--- src/design/avcc_pkg.sv ---
// Package for the length-prefixed to start-code video stream converter.
// Holds the transaction structs, phase and error codes and shared constants.
// No dependencies.
package avcc_pkg;

    localparam int LEN_BYTES      = 4;
    localparam int START_CODE_LEN = 4;
    localparam int CMD_DEPTH      = 4;
    localparam logic [4:0] UNIT_TYPE_MASK = 5'h1f;

    typedef enum logic [1:0] {
        PH_LEN  = 2'd0,
        PH_PAY  = 2'd1,
        PH_DROP = 2'd2
    } phase_t;

    typedef enum logic [1:0] {
        ERR_NONE      = 2'd0,
        ERR_TRUNC_LEN = 2'd1,
        ERR_NEG_LEN   = 2'd2,
        ERR_TRUNC_PAY = 2'd3
    } err_code_t;

    typedef struct packed {
        logic [7:0] data_byte;
        logic       end_of_packet;
    } in_item_t;

    typedef struct packed {
        logic [7:0] out_byte;
        logic       has_byte;
        logic       start_of_unit;
        logic       first_payload;
        logic [4:0] unit_type;
        logic       packet_done;
        err_code_t  error_code;
        logic       last_of_run;
    } out_item_t;

    // One queued command: either a single finished result, or a start code
    // that the back end expands into four results.
    typedef struct packed {
        logic      is_start;
        out_item_t item;
    } cmd_t;

endpackage

--- src/design/avcc_front.sv ---
// Front end: accepts packet bytes, tracks the length/payload phase and
// writes one command per byte that produces output. Depends on avcc_pkg.
module avcc_front
    import avcc_pkg::*;
(
    input  logic     clk,
    input  logic     rst_n,
    input  logic     accept,
    input  in_item_t packet_byte,
    output logic     cmd_push,
    output cmd_t     cmd
);

    phase_t      phase_reg, phase_next;
    logic [1:0]  cnt_reg, cnt_next;
    logic [31:0] rem_reg, rem_next;
    logic        first_reg, first_next;

    logic [31:0] len_word;
    logic        last_len_byte;
    logic        eop;
    logic        rem_is_one;

    assign len_word      = {rem_reg[23:0], packet_byte.data_byte};
    assign last_len_byte = (cnt_reg == 2'(LEN_BYTES - 1));
    assign eop           = packet_byte.end_of_packet;
    assign rem_is_one    = (rem_reg == 32'd1);

    always_ff @(posedge clk or negedge rst_n)
    begin
        if (!rst_n)
        begin
            phase_reg <= PH_LEN;
            cnt_reg   <= '0;
            rem_reg   <= '0;
            first_reg <= 1'b0;
        end
        else
        begin
            phase_reg <= phase_next;
            cnt_reg   <= cnt_next;
            rem_reg   <= rem_next;
            first_reg <= first_next;
        end
    end

    // Next state.
    always_comb
    begin
        phase_next = phase_reg;
        cnt_next   = cnt_reg;
        rem_next   = rem_reg;
        first_next = first_reg;
        if (accept)
        begin
            unique case (phase_reg)
                PH_LEN:
                begin
                    rem_next = len_word;
                    if (!last_len_byte)
                    begin
                        cnt_next = cnt_reg + 2'd1;
                        if (eop)
                        begin
                            cnt_next = '0;
                            rem_next = '0;
                        end
                    end
                    else
                    begin
                        cnt_next = '0;
                        if (len_word[31])
                        begin
                            rem_next = '0;
                            if (!eop)
                                phase_next = PH_DROP;
                        end
                        else if (eop || len_word == 32'd0)
                        begin
                            rem_next = '0;
                        end
                        else
                        begin
                            phase_next = PH_PAY;
                            first_next = 1'b1;
                        end
                    end
                end
                PH_PAY:
                begin
                    first_next = 1'b0;
                    rem_next   = rem_reg - 32'd1;
                    if (rem_is_one || eop)
                    begin
                        phase_next = PH_LEN;
                        cnt_next   = '0;
                        rem_next   = '0;
                    end
                end
                default:
                begin
                    if (eop)
                    begin
                        phase_next = PH_LEN;
                        cnt_next   = '0;
                        rem_next   = '0;
                        first_next = 1'b0;
                    end
                end
            endcase
        end
    end

    // Command generation.
    always_comb
    begin
        cmd_push = 1'b0;
        cmd      = '0;
        cmd.item.last_of_run = 1'b1;
        if (accept)
        begin
            unique case (phase_reg)
                PH_LEN:
                begin
                    if (!last_len_byte)
                    begin
                        if (eop)
                        begin
                            cmd_push = 1'b1;
                            cmd.item.packet_done = 1'b1;
                            cmd.item.error_code  = ERR_TRUNC_LEN;
                        end
                    end
                    else if (len_word[31])
                    begin
                        cmd_push = 1'b1;
                        cmd.item.packet_done = eop;
                        cmd.item.error_code  = ERR_NEG_LEN;
                    end
                    else if (eop && len_word != 32'd0)
                    begin
                        cmd_push = 1'b1;
                        cmd.item.packet_done = 1'b1;
                        cmd.item.error_code  = ERR_TRUNC_PAY;
                    end
                    else
                    begin
                        cmd_push = 1'b1;
                        cmd.is_start = 1'b1;
                        cmd.item.packet_done = eop;
                    end
                end
                PH_PAY:
                begin
                    cmd_push = 1'b1;
                    cmd.item.out_byte      = packet_byte.data_byte;
                    cmd.item.has_byte      = 1'b1;
                    cmd.item.first_payload = first_reg;
                    cmd.item.unit_type     = first_reg ?
                        (packet_byte.data_byte[4:0] & UNIT_TYPE_MASK) : 5'd0;
                    cmd.item.packet_done   = eop;
                    cmd.item.error_code    = (eop && !rem_is_one) ? ERR_TRUNC_PAY
                                                                  : ERR_NONE;
                end
                default:
                begin
                    if (eop)
                    begin
                        cmd_push = 1'b1;
                        cmd.item.packet_done = 1'b1;
                    end
                end
            endcase
        end
    end

endmodule

--- src/design/avcc_cmd_fifo.sv ---
// Short command queue between the front and back ends.
// Depends on avcc_pkg for the command type.
module avcc_cmd_fifo
    import avcc_pkg::*;
#(
    parameter int DEPTH = CMD_DEPTH
)
(
    input  logic clk,
    input  logic rst_n,
    input  logic push,
    input  cmd_t push_data,
    output logic full,
    input  logic pop,
    output cmd_t head,
    output logic empty
);

    localparam int PTR_W = (DEPTH > 1) ? $clog2(DEPTH) : 1;
    localparam int CNT_W = $clog2(DEPTH + 1);

    cmd_t             mem [DEPTH];
    logic [PTR_W-1:0] wr_ptr_reg, rd_ptr_reg;
    logic [CNT_W-1:0] count_reg;
    logic             do_push, do_pop;

    assign full    = (count_reg == CNT_W'(DEPTH));
    assign empty   = (count_reg == '0);
    assign do_push = push && !full;
    assign do_pop  = pop && !empty;
    assign head    = mem[rd_ptr_reg];

    always_ff @(posedge clk)
    begin
        if (do_push)
            mem[wr_ptr_reg] <= push_data;
    end

    always_ff @(posedge clk or negedge rst_n)
    begin
        if (!rst_n)
        begin
            wr_ptr_reg <= '0;
            rd_ptr_reg <= '0;
            count_reg  <= '0;
        end
        else
        begin
            if (do_push)
                wr_ptr_reg <= (wr_ptr_reg == PTR_W'(DEPTH - 1)) ? '0 : wr_ptr_reg + 1'b1;
            if (do_pop)
                rd_ptr_reg <= (rd_ptr_reg == PTR_W'(DEPTH - 1)) ? '0 : rd_ptr_reg + 1'b1;
            if (do_push && !do_pop)
                count_reg <= count_reg + 1'b1;
            else if (do_pop && !do_push)
                count_reg <= count_reg - 1'b1;
        end
    end

    a_count_bound: assert property (@(posedge clk) disable iff (!rst_n)
        count_reg <= CNT_W'(DEPTH))
        else $error("command queue count exceeds depth");

    a_count_up: assert property (@(posedge clk) disable iff (!rst_n)
        (do_push && !do_pop) |=> count_reg == $past(count_reg) + 1'b1)
        else $error("command queue count did not rise on a push");

    a_ptr_gap: assert property (@(posedge clk) disable iff (!rst_n)
        (count_reg == '0) |-> (wr_ptr_reg == rd_ptr_reg))
        else $error("command queue pointers differ while empty");

endmodule

--- src/design/avcc_back.sv ---
// Back end: expands queued commands into results and holds the result
// register seen on the output ports. Depends on avcc_pkg.
module avcc_back
    import avcc_pkg::*;
(
    input  logic      clk,
    input  logic      rst_n,
    input  cmd_t      cmd_head,
    input  logic      cmd_empty,
    output logic      cmd_pop,
    input  logic      pop,
    output logic      empty,
    output out_item_t result
);

    localparam int IDX_W = $clog2(START_CODE_LEN);

    logic             out_valid_reg, out_valid_next;
    out_item_t        out_item_reg, out_item_next;
    logic [IDX_W-1:0] idx_reg, idx_next;
    logic             can_load;
    logic             sc_last;

    assign empty    = !out_valid_reg;
    assign result   = out_item_reg;
    assign can_load = !out_valid_reg || pop;
    assign sc_last  = (idx_reg == IDX_W'(START_CODE_LEN - 1));

    always_comb
    begin
        out_valid_next = out_valid_reg && !pop;
        out_item_next  = out_item_reg;
        idx_next       = idx_reg;
        cmd_pop        = 1'b0;
        if (can_load && !cmd_empty)
        begin
            out_valid_next = 1'b1;
            if (cmd_head.is_start)
            begin
                out_item_next               = '0;
                out_item_next.out_byte      = sc_last ? 8'h01 : 8'h00;
                out_item_next.has_byte      = 1'b1;
                out_item_next.start_of_unit = (idx_reg == '0);
                out_item_next.packet_done   = sc_last && cmd_head.item.packet_done;
                out_item_next.last_of_run   = sc_last;
                if (sc_last)
                begin
                    idx_next = '0;
                    cmd_pop  = 1'b1;
                end
                else
                begin
                    idx_next = idx_reg + 1'b1;
                end
            end
            else
            begin
                out_item_next = cmd_head.item;
                cmd_pop       = 1'b1;
            end
        end
    end

    always_ff @(posedge clk or negedge rst_n)
    begin
        if (!rst_n)
        begin
            out_valid_reg <= 1'b0;
            idx_reg       <= '0;
        end
        else
        begin
            out_valid_reg <= out_valid_next;
            idx_reg       <= idx_next;
        end
    end

    always_ff @(posedge clk)
    begin
        out_item_reg <= out_item_next;
    end

    a_idx_has_cmd: assert property (@(posedge clk) disable iff (!rst_n)
        (idx_reg != '0) |-> (!cmd_empty && cmd_head.is_start))
        else $error("start code in progress without a start command at the head");

    a_pop_loads: assert property (@(posedge clk) disable iff (!rst_n)
        cmd_pop |=> out_valid_reg && out_item_reg.last_of_run)
        else $error("command retired without its last result");

    a_sc_first: assert property (@(posedge clk) disable iff (!rst_n)
        (out_valid_reg && out_item_reg.start_of_unit) |-> out_item_reg.has_byte
            && out_item_reg.out_byte == 8'h00)
        else $error("start-of-unit result is not a start code byte");

endmodule

--- src/design/avcc_to_annexb_nal_converter_unit.sv ---
// Top level of the length-prefixed to start-code video stream converter.
// Instantiates avcc_front, avcc_cmd_fifo and avcc_back; uses avcc_pkg.
//
// Usage:
//   Input channel: packet_byte carries one byte of a packet and its
//   end-of-packet flag; a transaction takes place when push is high and
//   full is low. Each NAL unit is a 4-byte big-endian length and payload.
//   Result channel: while empty is low, result holds the oldest result;
//   a transaction takes place when pop is high and empty is low.
//   A non-negative length field becomes the start code 00 00 00 01, unless
//   nonzero at packet end; payload passes through; errors go to error_code.
// Path: each command is written into the command queue and then loaded into
//   the result register, if the result side is not stalled.
// Throughput: one input byte per cycle while full is low; the back end gives
//   one result per cycle while results are taken; the command queue
//   (CMD_DEPTH entries) absorbs the burst of four results of a start code.
// Reset: rst_n clears the phase to length gathering and empties the queue
//   and the result register. When the receiver stalls, the result holds,
//   the queue fills and full rises until results are taken again.
module avcc_to_annexb_nal_converter_unit
    import avcc_pkg::*;
#(
    parameter int CMD_QUEUE_DEPTH = CMD_DEPTH
)
(
    input  logic      clk,
    input  logic      rst_n,
    input  logic      push,
    output logic      full,
    input  in_item_t  packet_byte,
    output logic      empty,
    input  logic      pop,
    output out_item_t result
);

    logic cmd_push, cmd_pop, cmd_empty, accept;
    cmd_t cmd, cmd_head;

    assign accept = push && !full;

    avcc_front u_front (
        .clk         (clk),
        .rst_n       (rst_n),
        .accept      (accept),
        .packet_byte (packet_byte),
        .cmd_push    (cmd_push),
        .cmd         (cmd)
    );

    avcc_cmd_fifo #(
        .DEPTH (CMD_QUEUE_DEPTH)
    ) u_fifo (
        .clk       (clk),
        .rst_n     (rst_n),
        .push      (cmd_push),
        .push_data (cmd),
        .full      (full),
        .pop       (cmd_pop),
        .head      (cmd_head),
        .empty     (cmd_empty)
    );

    avcc_back u_back (
        .clk       (clk),
        .rst_n     (rst_n),
        .cmd_head  (cmd_head),
        .cmd_empty (cmd_empty),
        .cmd_pop   (cmd_pop),
        .pop       (pop),
        .empty     (empty),
        .result    (result)
    );

endmodule

--- config.mk ---
export PLATFORM = sky130hd
export DESIGN_NAME = avcc_to_annexb_nal_converter_unit
export DESIGN_NICKNAME = d
export VERILOG_FILES = /design/src/design/avcc_pkg.sv /design/src/design/avcc_front.sv /design/src/design/avcc_cmd_fifo.sv /design/src/design/avcc_back.sv /design/src/design/avcc_to_annexb_nal_converter_unit.sv
export SDC_FILE = /design/constraint.sdc
export NUM_CORES = 1
export LEC_CHECK = 0
export ABC_CLOCK_PERIOD_IN_PS = 5500
export BUFFER_PORTS_ARGS = -buffer_cell sky130_fd_sc_hd__buf_2
export CORE_MARGIN = 10
export CORE_UTILIZATION = 59
export CTS_CLUSTER_DIAMETER = 200
export DETAILED_ROUTE_END_ITERATION = 7
export PLACE_DENSITY = 0.77
export SYNTH_ARGS = -nofsm -noshare
export SYNTH_HDL_FRONTEND = slang
export SYNTH_SLANG_ARGS = --single-unit
--- constraint.sdc ---
create_clock -name clk -period 5.5 [get_ports clk]
set_input_delay 0.275 -clock clk [delete_from_list [all_inputs] [get_ports clk]]
set_output_delay 0.275 -clock clk [all_outputs]
set_load 0.02 [all_outputs]
==> results_dict.tcl <==
set metrics [dict create \
    async_reset_ff_share_pct 32.9 \
    grt_usage_pct 17.9 \
    die_area_um2 16100 \
    relSlewSlack_pct 14.1 \
    synth.most_common_cell "edfxtp_1" \
    wl_um 14300 \
    synth_common_cells "edfxtp_1 (96), dfrtp_1 (47), nor2_1 (26), a221o_1 (23), a21oi_1 (20)" \
    drt_iter0_drc 554 \
    p_clk_share_pct 27.4 \
    rsz0062_at_grt "no" \
    dp_hpwl_um 9240 \
    required_ns 5.80 \
    clockBufferDepth 2 \
    cts.sinks 143 \
    drc_errors 0 \
    crit_family "compound AO/OA/AOI/OAI gates" \
    final_area_um2 7590 \
    clock_latency_ns 0.42 \
    arrival_ns 3.68 \
    critical_path.cell_chain "nor4_2 > nand4b_1 > o31ai_4 > nand2_1 > a221o_1" \
    netlist_area_um2 6740 \
    internal_power_mw 2.67 \
    port_buffers 34 \
    synth-simple-area-share_pct 15.0 \
    placed_cells 642 \
    clk_pin_slew_ns 0.06 \
    worstSetupPathType "reg -> reg" \
    drv_cap 0 \
    diodes 0 \
    avgSynthCellArea_um2 13.8 \
    tns_ns 0 \
    syn_inst 490 \
    fin_nets 548 \
    synth_xor_area_share_pct 0.650 \
    place_area_um2 7000 \
    hold_class "in -> reg" \
    drive_gt1_share_pct 21.7 \
    cellPowerDensity_nw_per_um2 539 \
    period_share_pct 61.5 \
    synthAdderAreaFrac_pct 2.53 \
    stdcell_count 675 \
    skew_ns 0.00904 \
    grt_pass1_vias 4421 \
    ant_nets 0 \
    tightest_slew_ns 1.29 \
    die_h_um 127 \
    p_total_mw 4.10 \
    design.core.area_um2 11000 \
    dr.pass1.iters 5 \
    synth-edff-count 96 \
    ir_worst_vdd_v 0.000379 \
    rows 38 \
    p_sw_share_pct 34.8 \
    fmax_mhz 296 \
    synthToLayoutAreaGrowth_pct 12.7 \
    worst_slack_ns 2.12 \
    critical-path-max-stage-delay_ns 1.19 \
    cp-end-kind "flip-flop" \
    yosysUniqueCellTypes 67 \
    root_buffer "clkbuf_16" \
    vias 4432 \
    finalSetupViolCount 0 \
    cp_slowest_cell "o31ai_4" \
    finish.utilization_pct 68.8 \
    seq_area_frac_synth_pct 60.2 \
    ios 35 \
    final_max_slew_viol_count 0 \
    largest_reg_flops 76 \
    dp_slack_ns 2.19 \
    cts_made_buffers 17 \
    p_comb_share_pct 31.9 \
    yosysWarnings 0 \
    p_seq_share_pct 40.7 \
    globalplace.congestion 0.887 \
    cp-start-kind "flip-flop" \
    grt.overflow.total 0 \
    cp_max_fo 32 \
    synthTopCellsByArea "edfxtp_1 (43%), dfrtp_1 (17%), mux4_2 (6.3%), a221o_1 (3.4%), ha_1 (2.2%)" \
    wire_per_inst_um 21.2 \
    hold_violations 0 \
    synth_nets 516 \
    ys_ff_latch 143 \
    grt_first_pass_wirelength_um 22900 \
    antenna_found_initial 0 \
    die_w_um 127 \
    synth.top_cell.area_share_pct 42.8 \
    synth_top_family_by_area "simple AND/OR/NAND/NOR gates" \
    via_per_inst 6.57 \
    start_util_pct 61.1 \
    synth_mux_area_share_pct 7.69 \
    switching_power_mw 1.42 \
    synth-compound-area-share_pct 11.2 \
    yosysTopAreaCell "edfxtp_1" \
    synth_top_flop_cell "edfxtp_1" \
    grt_max_degree 48 \
    htreeDepth 4 \
    path_buf_inv 0 \
    p_leak_nw 2.91 \
    status "finished, final reports clean" \
    period_minus_slack_ns 3.38 \
    whs_ns 0.0628 \
    cts_tree "built" \
]
[layout by cell type, fill, tap and decap left out, types with 4 or more instances in the layout]
cell / synthesis / layout
a211o_1: 5 / 5
a21oi_1: 20 / 19
a221o_1: 23 / 23
and2_1: 17 / 17
and3_1: 10 / 10
buf_2: 7 / 34
buf_4: 1 / 5
clkbuf_16: 0 / 17
clkinv_2: 0 / 4
dfrtp_1: 47 / 47
edfxtp_1: 96 / 96
ha_1: 12 / 12
inv_1: 15 / 15
mux2_2: 8 / 8
mux4_2: 19 / 19
nand2_1: 17 / 17
nand2b_1: 6 / 6
nand3_1: 5 / 5
nor2_1: 26 / 26
nor2b_1: 16 / 16
nor3_1: 17 / 16
nor4_1: 4 / 4
o21ai_0: 8 / 8
o2bb2ai_1: 4 / 4
o31ai_1: 7 / 7
o41ai_1: 5 / 5
or3_1: 9 / 9
or4_1: 8 / 8
[worst register-to-register path: stages (launching register included)]
cell and delay (ns):
dfrtp_1 0.44, nor4_2 0.45, nand4b_1 0.41, o31ai_4 1.19, nand2_1 0.36, a221o_1 0.42
[logic make-up (layout without fill, tap and decap cells)]
kind of cell / after synthesis / in the layout
AO/OA/AOI/OAI: 96 / 96
XOR/XNOR: 5 / 5
adder cells (fa/ha/maj): 13 / 13
buffers and inverters: 42 / 87
flip-flops: 143 / 143
multiplexers: 27 / 27
AND/OR/NAND/NOR: 164 / 164
[repair_timing]
action | CTS | global route
gates resized for setup | 0 | 0
hold buffers | 1 | 0
hold endpoints to repair | 47 | 0
setup buffers | 0 | 0
[layout make-up]
type | count | area (um2)
fill | 736 | 3440
multi-input combinational | 305 | 2500
clock buffer | 19 | 443
clock inverter | 13 | 139
tap | 140 | 175
sequential | 143 | 4060
inverter | 15 | 56.3
timing repair buffer | 40 | 218
[worst paths after layout]
path                                             end  slack [ns]  cells past startpoint           startpoint
worst max-delay path             u_front.rem_reg[29]        2.12                      5  u_front.rem_reg[10]
worst min-delay path            u_back.out_valid_reg        0.06                      2                  pop
worst max register to register   u_front.rem_reg[29]        2.12                      5  u_front.rem_reg[10]
worst min register to register   u_fifo.count_reg[2]        0.52                      1  u_fifo.count_reg[2]
max in group asynchronous        u_front.rem_reg[27]        4.54                      3                rst_n
min in group asynchronous        u_front.rem_reg[14]        0.51                      3                rst_n
[routing by layer]
layer	global-route usage (%)	wire, um	up-vias
met4	7.10	303	0
met3	5.00	831	30
met1	21.5	5880	2236
met2	29.8	7290	177
met5	0	0	-
li1	-	-	1989
[power groups by stage]
| stage | combinational, mW | clock (mW) | sequential, mW |
|---|---|---|---|
| final | 1.30 | 1.12 | 1.67 |
| after global routing | 1.43 | 1.18 | 1.70 |
| after CTS | 1.31 | 1.13 | 1.66 |
| after detailed placement | 1.30 | 0 | 1.68 |
| after global placement | 1.26 | 0 | 1.66 |
| after floorplan | 0.935 | 0 | 1.69 |
(Power assumes the default switching activity.)
